===== src/rtl/kwsc_pkg.sv =====
`default_nettype none

package kwsc_pkg;

    localparam int ALPHABET_SIZE = 26;
    localparam int IDX_W  = 5;
    localparam int CNT_W  = 5;
    localparam int CHAR_W = 8;
    localparam int ACT_W  = 3;
    localparam int STAT_W = 2;
    localparam int IN_W   = 16;
    localparam int OUT_W  = 16;
    localparam int OUT_PAD = OUT_W - CHAR_W - STAT_W;

    localparam logic [IDX_W-1:0]  LAST_IDX   = IDX_W'(ALPHABET_SIZE - 1);
    localparam logic [CHAR_W-1:0] CH_UPPER_A = 8'h41;
    localparam logic [CHAR_W-1:0] CH_LOWER_A = 8'h61;

    typedef enum logic [ACT_W-1:0] {
        ACT_START   = 3'd0,
        ACT_LETTER  = 3'd1,
        ACT_FINISH  = 3'd2,
        ACT_ENCRYPT = 3'd3,
        ACT_DECRYPT = 3'd4
    } t_action;

    typedef enum logic [STAT_W-1:0] {
        STAT_OK        = 2'd0,
        STAT_BAD_KEY   = 2'd1,
        STAT_NOT_READY = 2'd2
    } t_status;

    typedef enum logic [2:0] {
        S_IDLE = 3'b001,
        S_LOOK = 3'b010,
        S_WALK = 3'b100
    } t_state;

    // controller to datapath
    typedef struct packed {
        logic take;       // input beat accepted
        logic direct;     // load result straight from the accepted beat
        logic look_done;  // load result from the table read
        logic walk_go;    // one step of the fill walk
        logic walk_end;   // last walk step, load result
    } t_cmd;

    // datapath to controller
    typedef struct packed {
        logic need_look;
        logic need_walk;
        logic walk_last;
        logic key_ready;
    } t_stat;

endpackage

`default_nettype wire


===== src/rtl/kwsc_ctrl.sv =====
`default_nettype none

module kwsc_ctrl import kwsc_pkg::*; (
    input  wire   i_clk,
    input  wire   i_rst_n,
    input  wire   i_s_tvalid,
    output logic  o_s_tready,
    output logic  o_m_tvalid,
    input  wire   i_m_tready,
    input  t_stat i_stat,
    output t_cmd  o_cmd
);

    t_state r_state, n_state;
    logic   r_out_valid, n_out_valid;
    logic   load;

    always_comb begin
        n_state   = r_state;
        o_cmd     = '0;
        o_s_tready = 1'b0;
        case (r_state)
            S_IDLE: begin
                // output slot must be free or draining this cycle
                o_s_tready = !r_out_valid || i_m_tready;
                o_cmd.take = i_s_tvalid && o_s_tready;
                if (o_cmd.take) begin
                    if (i_stat.need_look) begin
                        n_state = S_LOOK;
                    end else if (i_stat.need_walk) begin
                        n_state = S_WALK;
                    end else begin
                        o_cmd.direct = 1'b1;
                    end
                end
            end
            S_LOOK: begin
                o_cmd.look_done = 1'b1;
                n_state = S_IDLE;
            end
            S_WALK: begin
                o_cmd.walk_go = 1'b1;
                if (i_stat.walk_last) begin
                    o_cmd.walk_end = 1'b1;
                    n_state = S_IDLE;
                end
            end
            default: begin
                n_state = S_IDLE;
            end
        endcase
    end

    assign load = o_cmd.direct || o_cmd.look_done || o_cmd.walk_end;

    always_comb begin
        n_out_valid = r_out_valid;
        if (load) begin
            n_out_valid = 1'b1;
        end else if (i_m_tready) begin
            n_out_valid = 1'b0;
        end
    end

    always_ff @(posedge i_clk) begin
        if (!i_rst_n) begin
            r_state     <= S_IDLE;
            r_out_valid <= 1'b0;
        end else begin
            r_state     <= n_state;
            r_out_valid <= n_out_valid;
        end
    end

    assign o_m_tvalid = r_out_valid;

endmodule

`default_nettype wire


===== src/rtl/kwsc_dp.sv =====
`default_nettype none

module kwsc_dp import kwsc_pkg::*; (
    input  wire              i_clk,
    input  wire              i_rst_n,
    input  wire  [IN_W-1:0]  i_s_tdata,
    input  t_cmd             i_cmd,
    output t_stat            o_stat,
    output logic [OUT_W-1:0] o_m_tdata
);

    logic [IDX_W-1:0] r_fwd [0:ALPHABET_SIZE-1];
    logic [IDX_W-1:0] r_inv [0:ALPHABET_SIZE-1];

    logic [ALPHABET_SIZE-1:0] r_used, n_used;
    logic [CNT_W-1:0]         r_fill, n_fill;
    logic                     r_ready, n_ready;
    logic                     r_error, n_error;

    logic [IDX_W-1:0]  r_walk;
    logic [CHAR_W-1:0] r_char;
    logic              r_lower;
    logic              r_dec;
    logic [IDX_W-1:0]  r_rd_f;
    logic [IDX_W-1:0]  r_rd_i;
    logic [CHAR_W-1:0] r_out_char;
    t_status           r_out_stat;

    t_action           act;
    logic [CHAR_W-1:0] ch;
    logic              is_up, is_lo, is_let;
    logic [IDX_W-1:0]  idx;
    t_status           d_stat;
    logic              need_look, need_walk;
    logic              wr_en;
    logic [IDX_W-1:0]  wr_let;
    logic [IDX_W-1:0]  wr_pos;
    logic [IDX_W-1:0]  rd_val;
    logic [CHAR_W-1:0] base;

    assign act = t_action'(i_s_tdata[ACT_W-1:0]);
    assign ch  = i_s_tdata[ACT_W +: CHAR_W];

    assign is_up  = (ch >= CH_UPPER_A) && (ch < CH_UPPER_A + CHAR_W'(ALPHABET_SIZE));
    assign is_lo  = (ch >= CH_LOWER_A) && (ch < CH_LOWER_A + CHAR_W'(ALPHABET_SIZE));
    assign is_let = is_up || is_lo;
    assign idx    = is_up ? IDX_W'(ch - CH_UPPER_A) : IDX_W'(ch - CH_LOWER_A);

    // decode of the waiting beat, independent of acceptance
    always_comb begin
        d_stat    = STAT_OK;
        need_look = 1'b0;
        need_walk = 1'b0;
        case (act)
            ACT_LETTER: begin
                if (r_error || (!r_ready && !is_let)) begin
                    d_stat = STAT_BAD_KEY;
                end
            end
            ACT_FINISH: begin
                if (r_error) begin
                    d_stat = STAT_BAD_KEY;
                end else begin
                    need_walk = 1'b1;
                end
            end
            ACT_ENCRYPT, ACT_DECRYPT: begin
                if (!r_ready) begin
                    d_stat = STAT_NOT_READY;
                end else if (is_let) begin
                    need_look = 1'b1;
                end
            end
            default: begin
                d_stat = STAT_OK;
            end
        endcase
    end

    // key state updates; each placed letter writes both tables
    always_comb begin
        n_used  = r_used;
        n_fill  = r_fill;
        n_ready = r_ready;
        n_error = r_error;
        wr_en   = 1'b0;
        wr_let  = idx;
        if (i_cmd.take) begin
            case (act)
                ACT_START: begin
                    n_used  = '0;
                    n_fill  = '0;
                    n_ready = 1'b0;
                    n_error = 1'b0;
                end
                ACT_LETTER: begin
                    if (!r_ready && !r_error) begin
                        if (!is_let) begin
                            n_error = 1'b1;
                        end else if (!r_used[idx] && (r_fill < CNT_W'(ALPHABET_SIZE))) begin
                            n_used[idx] = 1'b1;
                            n_fill      = r_fill + CNT_W'(1);
                            wr_en       = 1'b1;
                        end
                    end
                end
                default: begin
                    n_fill = r_fill;
                end
            endcase
        end else if (i_cmd.walk_go) begin
            wr_let = r_walk;
            if (!r_used[r_walk] && (r_fill < CNT_W'(ALPHABET_SIZE))) begin
                n_used[r_walk] = 1'b1;
                n_fill         = r_fill + CNT_W'(1);
                wr_en          = 1'b1;
            end
            if (i_cmd.walk_end) begin
                n_ready = 1'b1;
            end
        end
    end

    assign wr_pos = IDX_W'(r_fill);

    always_ff @(posedge i_clk) begin
        if (wr_en) begin
            r_fwd[wr_pos] <= wr_let;
            r_inv[wr_let] <= wr_pos;
        end
        if (i_cmd.take && need_look) begin
            r_rd_f <= r_fwd[idx];
            r_rd_i <= r_inv[idx];
        end
    end

    always_ff @(posedge i_clk) begin
        if (!i_rst_n) begin
            r_used  <= '0;
            r_fill  <= '0;
            r_ready <= 1'b0;
            r_error <= 1'b0;
        end else begin
            r_used  <= n_used;
            r_fill  <= n_fill;
            r_ready <= n_ready;
            r_error <= n_error;
        end
    end

    always_ff @(posedge i_clk) begin
        if (i_cmd.take) begin
            r_char  <= ch;
            r_lower <= is_lo;
            r_dec   <= (act == ACT_DECRYPT);
            r_walk  <= '0;
        end else if (i_cmd.walk_go) begin
            r_walk <= r_walk + IDX_W'(1);
        end
    end

    assign rd_val = r_dec ? r_rd_i : r_rd_f;
    assign base   = r_lower ? CH_LOWER_A : CH_UPPER_A;

    always_ff @(posedge i_clk) begin
        if (i_cmd.direct) begin
            r_out_char <= ch;
            r_out_stat <= d_stat;
        end else if (i_cmd.look_done) begin
            r_out_char <= base + CHAR_W'(rd_val);
            r_out_stat <= STAT_OK;
        end else if (i_cmd.walk_end) begin
            r_out_char <= r_char;
            r_out_stat <= STAT_OK;
        end
    end

    assign o_stat.need_look = need_look;
    assign o_stat.need_walk = need_walk;
    assign o_stat.walk_last = (r_walk == LAST_IDX);
    assign o_stat.key_ready = r_ready;

    assign o_m_tdata = {{OUT_PAD{1'b0}}, STAT_W'(r_out_stat), r_out_char};

endmodule

`default_nettype wire


===== src/rtl/keyword_substitution_cipher.sv =====
// start, key letter, other codes and beats answered without a table read load the result
// from the accepted beat; encrypt/decrypt of a letter with a ready key goes through a
// registered table read; finish walks the alphabet, one letter per walk step, or loads the
// result directly when the key has an error. One item is in flight at a time: no beat is
// taken during the table read or the walk
// reset: i_rst_n synchronous active low clears key state and handshake; tables keep contents
`default_nettype none

module keyword_substitution_cipher import kwsc_pkg::*; (
    input  wire              i_clk,
    input  wire              i_rst_n,
    input  wire              i_s_tvalid,
    output logic             o_s_tready,
    input  wire  [IN_W-1:0]  i_s_tdata,   // action[2:0], char_in[10:3], zero pad
    output logic             o_m_tvalid,
    input  wire              i_m_tready,
    output logic [OUT_W-1:0] o_m_tdata    // char_out[7:0], status[9:8], zero pad
);

    t_cmd  cmd;
    t_stat stat;

    kwsc_ctrl u_ctrl (
        .i_clk      (i_clk),
        .i_rst_n    (i_rst_n),
        .i_s_tvalid (i_s_tvalid),
        .o_s_tready (o_s_tready),
        .o_m_tvalid (o_m_tvalid),
        .i_m_tready (i_m_tready),
        .i_stat     (stat),
        .o_cmd      (cmd)
    );

    kwsc_dp u_dp (
        .i_clk     (i_clk),
        .i_rst_n   (i_rst_n),
        .i_s_tdata (i_s_tdata),
        .i_cmd     (cmd),
        .o_stat    (stat),
        .o_m_tdata (o_m_tdata)
    );

`ifndef SYNTHESIS
    a_no_take_when_full: assert property (@(posedge i_clk) disable iff (!i_rst_n)
        (o_m_tvalid && !i_m_tready) |-> !o_s_tready)
        else $error("input taken while result slot held");

    a_one_load: assert property (@(posedge i_clk) disable iff (!i_rst_n)
        $onehot0({cmd.direct, cmd.look_done, cmd.walk_end}))
        else $error("more than one result load");

    a_walk_sets_ready: assert property (@(posedge i_clk) disable iff (!i_rst_n)
        cmd.walk_end |=> (stat.key_ready && o_m_tvalid))
        else $error("finish walk did not leave key ready with a result");

    a_look_needs_key: assert property (@(posedge i_clk) disable iff (!i_rst_n)
        cmd.look_done |-> stat.key_ready)
        else $error("table lookup without a ready key");
`endif

endmodule

`default_nettype wire


===== config.mk =====
export PLATFORM = sky130hd
export DESIGN_NAME = keyword_substitution_cipher
export DESIGN_NICKNAME = d
export VERILOG_FILES = /design/src/rtl/kwsc_pkg.sv /design/src/rtl/kwsc_ctrl.sv /design/src/rtl/kwsc_dp.sv /design/src/rtl/keyword_substitution_cipher.sv
export SDC_FILE = /design/constraint.sdc
export NUM_CORES = 1
export LEC_CHECK = 0
export BUFFER_PORTS_ARGS = -buffer_cell sky130_fd_sc_hd__buf_4
export CAP_MARGIN = 20
export CORE_MARGIN = 2
export CORE_UTILIZATION = 45
export CTS_CLUSTER_DIAMETER = 40
export DETAILED_ROUTE_END_ITERATION = 10
export PLACE_DENSITY = 0.69
export REMOVE_ABC_BUFFERS = 1
export SLEW_MARGIN = 20
export SYNTH_ARGS = -nofsm -noshare
export SYNTH_HDL_FRONTEND = slang
export SYNTH_SLANG_ARGS = --single-unit

===== constraint.sdc =====
create_clock -name i_clk -period 5.85 [get_ports i_clk]
set_input_delay 0 -clock i_clk [delete_from_list [all_inputs] [get_ports i_clk]]
set_output_delay 0 -clock i_clk [all_outputs]
set_load 0.02 [all_outputs]

After elaboration in Yosys (flattened, before gate mapping):

Memories as Yosys holds them, arrays and structs flattened. A register that Yosys moved wholly into a read port is not among the register bits.
Cells that the tools add are included.

* bitwise logic cells: 2
* multipliers: 0
* equal/unequal tests: 18
* reductions and logical operators: 33
* shift operators: 0
* muxes and demuxes: 73
* div/mod/pow operators: 0
* order comparisons: 9
* add/sub/neg operators: 5

Operators by type and width (number)
* $mux 26: 6
* $or 26x26->26: 2
* $pmux 26 s2: 1
* $mux 5: 10
* $mux 1: 34
* $mux 8: 3
* $ge 8x7->1 const B: 2
* $lt 8x7->1 const B: 2
* $lt 5x6->1 const B: 2
* $mux 2: 6
* $mux 3: 4
* $ne 3x3->1 const B: 4
* $add 5x1->5 const B: 2
* $bmux 1 s5: 2
* $demux 1 s5: 2
* $ge 5x1->1 const B: 2
* $logic_and 1x1->1: 10
* $pmux 5 s2: 1
* $reduce_bool 2->1: 5
* $sub 5x1->5 const B: 2
* $eq 3x2->1 const B: 3
* $add 8x5->8: 1
* $eq 3x1->1 const B: 2
* $eq 3x3->1 const B: 2
* 17 further kinds: 30

* output and inout bits: 18
* RAM bits: 260
* word-level logic and storage cells: 154
* memories kept: 2
* latch bits: 0
* memory bits (read-only): 0
* bits of input ports: 20
* register bits: 62

Memories
* u_dp.r_fwd: depth 26, bits a word 5, rd ports 1, clocked after memory_dff 1, write ports 1, line kwsc_dp.sv:12 `logic [IDX_W-1:0] r_fwd [0:ALPHABET_SIZE-1];`
* u_dp.r_inv: depth 26, bits a word 5, rd ports 1, clocked after memory_dff 1, write ports 1, line kwsc_dp.sv:13 `logic [IDX_W-1:0] r_inv [0:ALPHABET_SIZE-1];`

Depth between registers and ports, before layout:

Gate-level depths: netlist of run 1.

* word-level depth: 14
* depth in mapped cells: 14
* mapped depth without buffers: 10

Hierarchy:

Synthesis of run 1 repeated with hierarchy kept, for this count alone.

* cell total of the unflattened synthesis: 1029
* area total of the unflattened synthesis: 15024.4 um2

By module, submodules not included
* kwsc_dp: instances 1, cells each 999, seq. area each 9469.1 um2, area an instance 14780.4 um2
* kwsc_ctrl: instances 1, cells each 30, seq. area each 80.1 um2, area an instance 244.0 um2

Worst setup path after synthesis of run 1:

OpenSTA, ideal clock, no wires.

* path type: input-to-reg
* start: input i_s_tdata[3]
* end: memory u_dp.r_inv[25][0], enable pin
* data required time: 5.476 ns
* setup slack: 2.953 ns
* buffers on the path: 3
* setup time: 0.374 ns
* cell stages on the path: 10
* arrival: 2.523 ns
* cells stage by stage: buf_4 -> inv_1 -> ha_1 -> buf_2 -> mux4_2 -> a2111oi_2 -> a31o_2 -> buf_4 -> nand3_2 -> nor3_1

* longest elaborated chain between the ends: 14
* elaborated cells on any way between the ends: 23
* classes of those cells: add/sub: 2; order compare: 4; mux: 12; reduce/logical: 5

Ends and longest elaborated chain
* from (decl): line keyword_substitution_cipher.sv:14 `input wire [IN_W-1:0] i_s_tdata,`
* $ge 8x7->1 or $lt 8x7->1 (tied branches): line kwsc_dp.sv:44 `assign is_up = (ch >= CH_UPPER_A) && (ch < CH_UPPER_A + CHAR_W'(ALPHABET_SIZE));`
* $logic_and 1x1->1: line kwsc_dp.sv:44
* $mux 5: line kwsc_dp.sv:47 `assign idx = is_up ? IDX_W'(ch - CH_UPPER_A) : IDX_W'(ch - CH_LOWER_A);`
* $bmux 1 s5: line kwsc_dp.sv:100 `end else if (!r_used[idx] && (r_fill < CNT_W'(ALPHABET_SIZE))) begin`
* $mux 1 (not written as such): line kwsc_dp.sv:100
* $logic_not 1->1: line kwsc_dp.sv:100
* $logic_and 1x1->1: line kwsc_dp.sv:100
* $mux 1: line kwsc_dp.sv:100
* $mux 1: line kwsc_dp.sv:98 `if (!is_let) begin`
* $mux 1: line kwsc_dp.sv:97 `if (!r_ready && !r_error) begin`
* $mux 1: line kwsc_dp.sv:89 `case (act)`
* $mux 1: line kwsc_dp.sv:88 `if (i_cmd.take) begin`
* $mux 1: line kwsc_dp.sv:127 `if (wr_en) begin`
* $mux 1 (not written as such): line kwsc_dp.sv:129 `r_inv[wr_let] <= wr_pos;`
* to (decl): line kwsc_dp.sv:13

Several ways; a longest one is shown, not always the timed one. The select of a mux whose other input is x is not followed.

Worst setup path in the final report of run 1:

* start: input i_s_tdata[4]
* end: memory u_dp.r_inv[24][2], enable pin

The elaborated chain is that of the path after synthesis.

==> out/results.ini, run 1 <==
[clock_network]
htreeDepth = 2
cts.path.max_buffers = 3
numCtsBuffers = 40
clockRootBuffer = clkbuf_16
cts_tree = yes
clkTransAtPathRegs_ps = 60
ctsResizeCount = 0
cts.sinks = 332
clk_latency_ps = 520

[timing]
period_needed_ps = 4190
hold_viol_final = 0
slew_violations = 0
clock.fmax_mhz = 239
final.setup_skew_ps = 15.1
holdWs_ps = 236
fin_crit_sh = 0.716
setup_tns_ps = 0
slew_headroom = 0.254
finalSetupViolCount = 0
rsz0062_at_grt = no
tightest_slew_ps = 1120

[routing]
ant_nets = 0
wl_per_cell_um = 21.5
drc = 0
viasPerCell = 5.89
drt_wl_total_mm = 32.9
first_pass_iters = 5
drtIter0Drc = 959
vias = 9029

[grt]
grt_pass1_vias = 8829
grt_first_pass_wirelength_mm = 50.8
grt_max_degree = 71
gr-total-overflow = 0
grt_usage = 0.193
antenna_found_initial = 0

[die]
num_rows = 66
dieArea_sq_um = 34400
die_w_um = 185
initial_core_util = 0.456
fp.dieH_um = 185
io-pin-count = 38
core_sq_um = 32500

[layout]
nets = 1098
area_delta_synth_final_pct = 13.5
antennaDiodeCount = 0
layout.cells.most_common = edfxtp_1
most-common-layout-cells = edfxtp_1, nor2_1, nand2_1
fill_cells = 2639
final_layout_size_suffix_gt1_frac = 0.187

[critical_path]
start_kind = input pin
critPathCaptureType = flop
cp.arrival_ps = 4330
rrSetupSlack_ps = 1890
cp.required_ps = 5990
cp_max_fo = 70
crit_type = in2reg

[power_and_ir_drop]
p_leak_uw = 0.00560
internal_power_uw = 4190
vdd_drop_max_mv = 0.182
power_density_nw_per_um2 = 318
p_comb_frac = 0.065
p_seq_frac = 0.485
switching_share = 0.216
clock_power_share = 0.450
p_sw_uw = 1150

[place]
numPortBuffers = 26
gp_congestion = 0.813
dp_hpwl_mm = 20.1

[logic_synthesis]
synth-async-reset-ratio = 0
ys_ff_latch = 332
synth_cells = 1030
syn_area_sq_um = 14800
ys_types = 71
synth_ff_type = edfxtp_1
synth-edff-count = 290
ys_seq_area_frac = 0.645
yosys_warnings = 0
synth.avg_cell_area_sq_um = 14.4

[run]
maxCapViolations = 0

[min_path]
hp-class = in2reg

[run_status]
outcome = finished, final reports clean

[cell type report]
type / instances / area [sq um] / share of cell area
Inverter: 23 / 86.3 / 0.00514
Timing Repair Buffer: 52 / 435 / 0.0259
Clock buffer: 52 / 1120 / 0.0666
Sequential cell: 332 / 9550 / 0.569
Multi-Input combinational cell: 614 / 4880 / 0.290
Clock inverter: 17 / 174 / 0.0104
Tap cell: 442 / 553 / 0.0329
[synthesized netlist by cell type (4+ instances only)]
| library cell | instances | area (sq um) |
|---|---|---|
| edfxtp_1 | 290 | 8710 |
| nor2_1 | 108 | 405 |
| nand2_1 | 79 | 297 |
| mux4_2 | 65 | 1460 |
| a21oi_1 | 57 | 285 |
| dfxtp_1 | 42 | 841 |
| o21ai_0 | 32 | 160 |
| clkbuf_1 | 30 | 113 |
| mux2_2 | 23 | 259 |
| inv_1 | 21 | 78.8 |
| mux2i_1 | 21 | 210 |
| buf_2 | 19 | 95.1 |
| nand3_1 | 18 | 90.1 |
| a211oi_1 | 15 | 113 |
| ha_1 | 15 | 188 |
| nor3_1 | 14 | 70.1 |
| buf_4 | 11 | 82.6 |
| nor2b_1 | 11 | 68.8 |
| a21o_1 | 10 | 75.1 |
| and3_1 | 9 | 56.3 |
| a221oi_1 | 8 | 70.1 |
| o21a_1 | 8 | 60.1 |
| and2_1 | 7 | 43.8 |
| xor2_1 | 7 | 61.3 |
| a221o_1 | 6 | 60.1 |
| nand2b_1 | 6 | 37.5 |
| a31oi_1 | 5 | 31.3 |
| buf_1 | 5 | 18.8 |
| nand3b_1 | 5 | 37.5 |
| o2bb2ai_1 | 5 | 43.8 |
| nor3b_1 | 4 | 30.0 |
| nor4b_1 | 4 | 35.0 |
[metrics by stage]
stage / cell area [sq um] / power, uW / setup WS [ps] / cells / util
after detailed placement: 15300 / 2980 / 1530 / 1447 / 0.473
final: 16800 / 5340 / 1660 / 1532 / 0.518
after CTS: 16800 / 5380 / 1680 / 1531 / 0.517
after global routing: 16800 / 5510 / 1450 / 1532 / 0.518
after floorplan: 14500 / 2850 / 1770 / 969 / -
after global placement: 15300 / 2970 / 1640 / 1447 / 0.473
[worst max-delay path: stages]
cell	delay [ps]
dlygate4sd3_1	530
buf_4	200
inv_1	120
ha_4	940
mux4_2	640
a2111oi_2	480
a31o_2	390
nand3_2	260
nor3_1	690
[power groups by stage]
stage                     Combinational (uW)  Clock (uW)  Sequential, uW
final                                    347        2400            2590
after global placement                   332           0            2640
after detailed placement                 336           0            2640
after floorplan                          199           0            2650
after CTS                                345        2440            2590
after global routing                     373        2540            2590
[what timing repair did]
item                      4_1_cts  5_1_grt
hold endpoints to repair       36        0
buffers inserted                0        0
hold buffers                   15        0
[cell families (layout without fill, tap and decap cells)]
kind of cell             count (synthesis)  count (layout)  share of synthesized area
flip-flops                             332             332                      0.645
AO/OA/AOI/OAI                          188             188                     0.0877
multiplexers                           109             109                      0.131
AND/OR/NAND/NOR                        287             287                     0.0908
buffers and inverters                   89             144                     0.0275
XOR/XNOR                                 9               9                    0.00533
other                                    1               6                   0.000253
adder cells (fa/ha/maj)                 15              15                     0.0127
[sequential cells by signal, summed over array words and instances, names as in the netlist]
register,count
u_dp.r_walk,5
u_dp.r_out_stat,2
u_dp.r_lower,1
u_dp.r_fill,5
u_dp.r_out_char,8
u_ctrl.o_m_tvalid,1
u_dp.r_rd_i,5
u_dp.r_error,1
u_dp.r_char,8
u_dp.r_dec,1
u_dp.r_inv,130
u_ctrl.r_state,3
u_dp.r_ready,1
u_dp.r_rd_f,5
u_dp.r_used,26
u_dp.r_fwd,130
[path summary, 6_finish.rpt]
kind	startpoint	to	cells after the start
max	i_s_tdata[4]	u_dp.r_inv[24][2]	9
min	i_s_tdata[8]	u_dp.r_char[5]	2
max reg2reg	u_dp.r_walk[2]	u_dp.r_inv[24][2]	7
min reg2reg	u_dp.r_used[24]	u_dp.r_used[24]	1
[per-layer routing]
layer	routed length (um)	part of all wire	GRT usage	vias to the layer above
met3	2440	0.074	0.0291	69
met1	13800	0.42	0.270	4529
met4	947	0.029	0.0667	0
li1	-	-	-	4048
met2	15600	0.48	0.310	383
met5	0	0	0	-
No activity file was read; power rests on OpenSTA's default activity.
==> run 2, diff against run 1 <==
PLACE_DENSITY = 0.71   (was 0.69)
clock period = 3.5 ns   (was 5.85 ns; I/O delays follow)
==> out/results.ini, run 2 (synthesis gave the netlist of run 1 again) <==
[place]
dp_cells = 1516  ; was 1447
gp_congestion = 0.861  ; was 0.813
place_ws_ps = 196  ; was 1530 ps
dp_hpwl_mm = 21.3  ; was 20.1 mm
numPortBuffers = 26  ; unchanged

[die]
core_sq_um = 32500  ; unchanged
initial_core_util = 0.456  ; unchanged
fp.dieH_um = 185  ; unchanged
num_rows = 66  ; unchanged
die_w_um = 185  ; unchanged
dieArea_sq_um = 34400  ; unchanged
io-pin-count = 38  ; unchanged

[critical_path]
path_cells = dlygate4sd3_1, buf_4, inv_1, ha_4, mux4_2, a2111oi_2, a31o_2, nand3_1, nor2_1  ; was dlygate4sd3_1, buf_4, inv_1, ha_4, mux4_2, a2111oi_2, a31o_2, nand3_2, nor3_1
cp_top_family = compound AO/OA/AOI/OAI gates  ; was simple AND/OR/NAND/NOR gates
cp.arrival_ps = 3400  ; was 4330 ps
crit_slowest_cell = dlygate4sd3_1  ; was ha_4
crit_type = in2reg  ; unchanged
start_kind = input pin  ; unchanged
cp_max_fo = 11  ; was 70
slowest_delay_ps = 530  ; was 940 ps
cp.required_ps = 3660  ; was 5990 ps
critPathCaptureType = flop  ; unchanged
worst-path-buf-inv = 3  ; unchanged

[power_and_ir_drop]
p_seq_frac = 0.485  ; about the same
power_density_nw_per_um2 = 517  ; was 318 nW/um^2
internal_power_uw = 6990  ; was 4190 uW
p_sw_uw = 1950  ; was 1150 uW
vdd_drop_max_mv = 0.307  ; was 0.182 mV
switching_share = 0.218  ; was 0.216
clock_power_share = 0.449  ; was 0.450
p_leak_uw = 0.00606  ; was 0.00560 uW
p_comb_frac = 0.067  ; was 0.065
power_uw = 8940  ; was 5340 uW

[min_path]
hp-class = in2reg  ; unchanged

[layout]
area_delta_synth_final_pct = 16.8  ; was 13.5%
reg.largest.list = u_dp.r_fwd x130, u_dp.r_inv x130, u_dp.r_used x26  ; unchanged
final_layout_size_suffix_gt1_frac = 0.235  ; was 0.187
nets = 1165  ; was 1098
most-common-layout-cells = edfxtp_1, nor2_1, buf_4  ; was edfxtp_1, nor2_1, nand2_1
antennaDiodeCount = 0  ; unchanged
stdcell_count = 1599  ; was 1532
layout.cells.most_common = edfxtp_1  ; unchanged

[grt]
grt_pass1_vias = 9112  ; was 8829
gr-total-overflow = 0  ; unchanged
grt_max_degree = 73  ; was 71
grt_first_pass_wirelength_mm = 51.4  ; was 50.8 mm
grt_usage = 0.197  ; was 0.193
antenna_found_initial = 0  ; unchanged

[clock_network]
clkTransAtPathRegs_ps = 60  ; about the same
htreeDepth = 2  ; unchanged
cts.sinks = 332  ; unchanged
clk_latency_ps = 520  ; about the same
numCtsBuffers = 40  ; unchanged
clockRootBuffer = clkbuf_16  ; unchanged
cts.path.max_buffers = 3  ; unchanged
cts_tree = yes  ; unchanged
ctsResizeCount = 0  ; unchanged

[timing]
rsz0062_at_grt = no  ; unchanged
finalSetupViolCount = 0  ; unchanged
slew_violations = 0  ; unchanged
setup_slack_ps = 266  ; was 1660 ps
tightest_slew_ps = 944  ; was 1120 ps
slew_headroom = 0.370  ; was 0.254
period_needed_ps = 3230
hold_viol_final = 0  ; unchanged
fin_crit_sh = 0.924
final.setup_skew_ps = 13.4  ; was 15.1 ps
clock.fmax_mhz = 309

[routing]
wl_per_cell_um = 21.0  ; was 21.5 um
first_pass_iters = 5  ; unchanged
drtIter0Drc = 891  ; was 959
ant_nets = 0  ; unchanged
viasPerCell = 5.76  ; was 5.89
vias = 9209  ; was 9029
drt_wl_total_mm = 33.6  ; was 32.9 mm
drc = 0  ; unchanged

[run_status]
outcome = finished, final reports clean  ; unchanged

[run]
maxCapViolations = 0  ; unchanged

==> run 2: cell types whose count changed in the layout (fill, tap and decap cells not counted), moves of 2 or more <==
cell,change
buf_4,+68
clkinvlp_4,+5
clkbuf_8,-3
clkinv_1,-2
inv_8,-2
==> run 2: worst reg2reg max path, cell delays in order, from the launching register on <==
cell and delay (ps):
dfxtp_1 640, mux2_2 410, o22ai_1 170, a311oi_1 70, a211oi_1 400, a31o_2 340
nand3_1 310, nor2_1 460
==> run 2: timing repair <==
action,4_1_cts,5_1_grt
buffers inserted,0,0
hold buffers,14,0
hold endpoints to repair,36,0
==> run 2: per-layer routing <==
layer  GRT usage  wire, um  vias to the layer above
met4      0.0733      1060                        0
li1            -         -                     4177
met2       0.330     16500                      341
met1       0.259     14000                     4620
met5           0         0                        -
met3      0.0311      1980                       71
==> run 2: final cells by class <==
class                           count  area [sq um]
Timing Repair Buffer              119           941
Clock buffer                       48          1050
Tap cell                          442           553
Multi-Input combinational cell    614          4880
Clock inverter                     21           236
Fill cell                        2608         15200
Inverter                           23          86.3
Sequential cell                   332          9550
==> run 2: worst paths after layout <==
check,from,to,slack [ps],depth (start not counted)
min,i_s_tdata[3],u_dp.r_char[0],160,2
max,i_s_tdata[4],u_dp.r_inv[11][0],270,9
max reg2reg,u_dp.r_walk[2],u_dp.r_inv[11][0],340,7
min reg2reg,u_dp.r_fill[0],u_dp.r_fill[3],530,2
==> run 2: through the flow <==
stage | TNS (ps) | utilization | cell area, sq um | hold WS [ps]
floorplan | -118150 | - | 14500 | 61.9
global placement | 0 | 0.489 | 15900 | 203
detailed placement | 0 | 0.489 | 15900 | 203
CTS | 0 | 0.533 | 17300 | 199
global route | 0 | 0.533 | 17300 | 213
finish | 0 | 0.533 | 17300 | 165
==> run 2: power groups by stage <==
stage                     sequential [uW]  combinational [uW]  clock (uW)
after floorplan                      4430                 329           0
after global placement               4410                 571           0
after detailed placement             4410                 578           0
after CTS                            4330                 594        4070
after global routing                 4330                 637        4230
final                                4330                 595        4010
==> run 3, diff against run 2 <==
CAP_MARGIN = not set   (was 20)
SYNTH_HIERARCHICAL = 1   (was not set)
==> out/results.ini, run 3 <==
[clock_network]
cts.path.max_buffers = 3  ; unchanged
ctsResizeCount = 0  ; unchanged
numCtsBuffers = 42  ; was 40
htreeDepth = 2  ; unchanged
holdBufCountCts = 15  ; was 14
cts_setup_buffers = 0  ; unchanged
clkTransAtPathRegs_ps = 60  ; about the same
cts_tree = yes  ; unchanged
cts.sinks = 332  ; unchanged
clockRootBuffer = clkbuf_16  ; unchanged
clk_latency_ps = 530  ; was 520 ps

[routing]
drc = 0  ; unchanged
drt_wl_total_mm = 34.0  ; was 33.6 mm
drtIter0Drc = 879  ; was 891
ant_nets = 0  ; unchanged
first_pass_iters = 7  ; was 5
vias = 9466  ; was 9209
viasPerCell = 5.93  ; was 5.76
wl_per_cell_um = 21.3  ; was 21.0 um

[critical_path]
cp_top_family = simple AND/OR/NAND/NOR gates  ; was compound AO/OA/AOI/OAI gates
crit_slowest_cell = or3b_4  ; was dlygate4sd3_1
r2r_start = u_ctrl/r_state[0]  ; was u_dp.r_walk[2]
path_cells = or3b_4, or3_4, inv_2, nand3_1, nor4b_1, nand4_1, and3b_1, nor2_4, buf_12, nor4_1, buf_4  ; was dlygate4sd3_1, buf_4, inv_1, ha_4, mux4_2, a2111oi_2, a31o_2, nand3_1, nor2_1
cp_max_fo = 43  ; was 11
worst-path-buf-inv = 3  ; unchanged
cp.arrival_ps = 3510  ; was 3400 ps
start_kind = flop  ; was input pin
crit_start = u_ctrl/r_state[0]  ; was i_s_tdata[4]
crit_type = reg2reg  ; was in2reg
slowest_delay_ps = 430  ; was 530 ps
cp.required_ps = 3760  ; was 3660 ps
critPathCaptureType = flop  ; unchanged

[place]
numPortBuffers = 26  ; unchanged
dp_cells = 1505  ; was 1516
gp_congestion = 0.842  ; was 0.861
dp_hpwl_mm = 21.3  ; about the same
place_area_sq_um = 16100  ; was 15900 sq um

[die]
core_sq_um = 32700  ; was 32500 sq um
initial_core_util = 0.459  ; was 0.456
num_rows = 66  ; unchanged
io-pin-count = 38  ; unchanged
die_w_um = 187  ; was 185 um
fp.dieH_um = 187  ; was 185 um
dieArea_sq_um = 34800  ; was 34400 sq um

[timing]
rsz0062_at_grt = no  ; unchanged
period_needed_ps = 3250  ; was 3230 ps
tightest_slew_ps = 1020  ; was 944 ps
finalSetupViolCount = 0  ; unchanged
hold_viol_final = 0  ; unchanged
slew_headroom = 0.318  ; was 0.370
clock.fmax_mhz = 307  ; was 309 MHz
slew_violations = 0  ; unchanged
fin_crit_sh = 0.929  ; was 0.924
final.setup_skew_ps = 30.5  ; was 13.4 ps

[grt]
grt_max_degree = 68  ; was 73
gr-total-overflow = 0  ; unchanged
grt_pass1_vias = 9511  ; was 9112
grt_first_pass_wirelength_mm = 53.6  ; was 51.4 mm
grt_usage = 0.196  ; was 0.197
antenna_found_initial = 1  ; was 0

[power_and_ir_drop]
power_density_nw_per_um2 = 530  ; was 517 nW/um^2
p_leak_uw = 0.00615  ; was 0.00606 uW
vdd_drop_max_mv = 0.293  ; was 0.307 mV
power_uw = 9370  ; was 8940 uW

[run_status]
outcome = finished, final reports clean  ; unchanged

[min_path]
hp-start = i_m_tready  ; was i_s_tdata[3]
hp-class = in2reg  ; unchanged

[layout]
antennaDiodeCount = 0  ; unchanged
area_delta_synth_final_pct = 17.7  ; was 16.8%
stdcell_count = 1595  ; was 1599
final_layout_size_suffix_gt1_frac = 0.235  ; about the same
nets = 1155  ; was 1165
layout.cells.most_common = edfxtp_1  ; unchanged
most-common-layout-cells = edfxtp_1, buf_4, mux4_2  ; was edfxtp_1, nor2_1, buf_4
fin_area_sq_um = 17700  ; was 17300 sq um
reg.largest.list = u_dp/r_fwd x130, u_dp/r_inv x130, u_dp/r_used x26  ; was u_dp.r_fwd x130, u_dp.r_inv x130, u_dp.r_used x26

[logic_synthesis]
synth_cells = 1028  ; was 1030
syn_area_sq_um = 15000  ; was 14800 sq um
synth.avg_cell_area_sq_um = 14.6  ; was 14.4 sq um
yosys_warnings = 6  ; was 0

[run]
maxCapViolations = 0  ; unchanged

==> run 3: worst register-to-register path: cells and delay by family (launching register included) <==
family / cells / cell delay [ps]
simple gates: 8 / 2100
buf+inv: 3 / 480
flops: 1 / 380
==> run 3: layout make-up <==
class                           instances  area [sq um]
Sequential cell                       332          9550
Tap cell                              442           553
Timing Repair Buffer                  126          1010
Clock inverter                         28           357
Multi-Input combinational cell        600          5040
Clock buffer                           47          1090
Fill cell                            2605         15000
Inverter                               20          75.1
==> run 3: power by group <==
group          internal [uW]  switching, uW
Clock                   2790           1650
Combinational            220            389
Sequential              4320           9.87
Total                   7330           2040
==> run 3: path summary, 6_finish.rpt <==
path / end / slack [ps] / cells past startpoint
max: u_dp/r_inv[14][4] / 250 / 11
min: u_ctrl/r_state[2] / 40 / 4
max reg2reg: u_dp/r_inv[14][4] / 250 / 11
min reg2reg: u_ctrl/r_state[0] / 520 / 2
==> run 3: per-stage QoR <==
step,hold WS (ps),setup slack (ps),TNS (ps),utilization
finish,39.3,247,0,0.541
global route,134,50.4,0,0.541
CTS,5.94,257,0,0.541
detailed placement,205,271,0,0.492
global placement,207,348,0,0.492
floorplan,98.9,-1760,-479390,-
==> run 3: routing by layer <==
layer  GRT usage  share of wire
met1       0.261           0.42
met2       0.319           0.48
met3      0.0318          0.065
met4      0.0830          0.037
met5           0              0
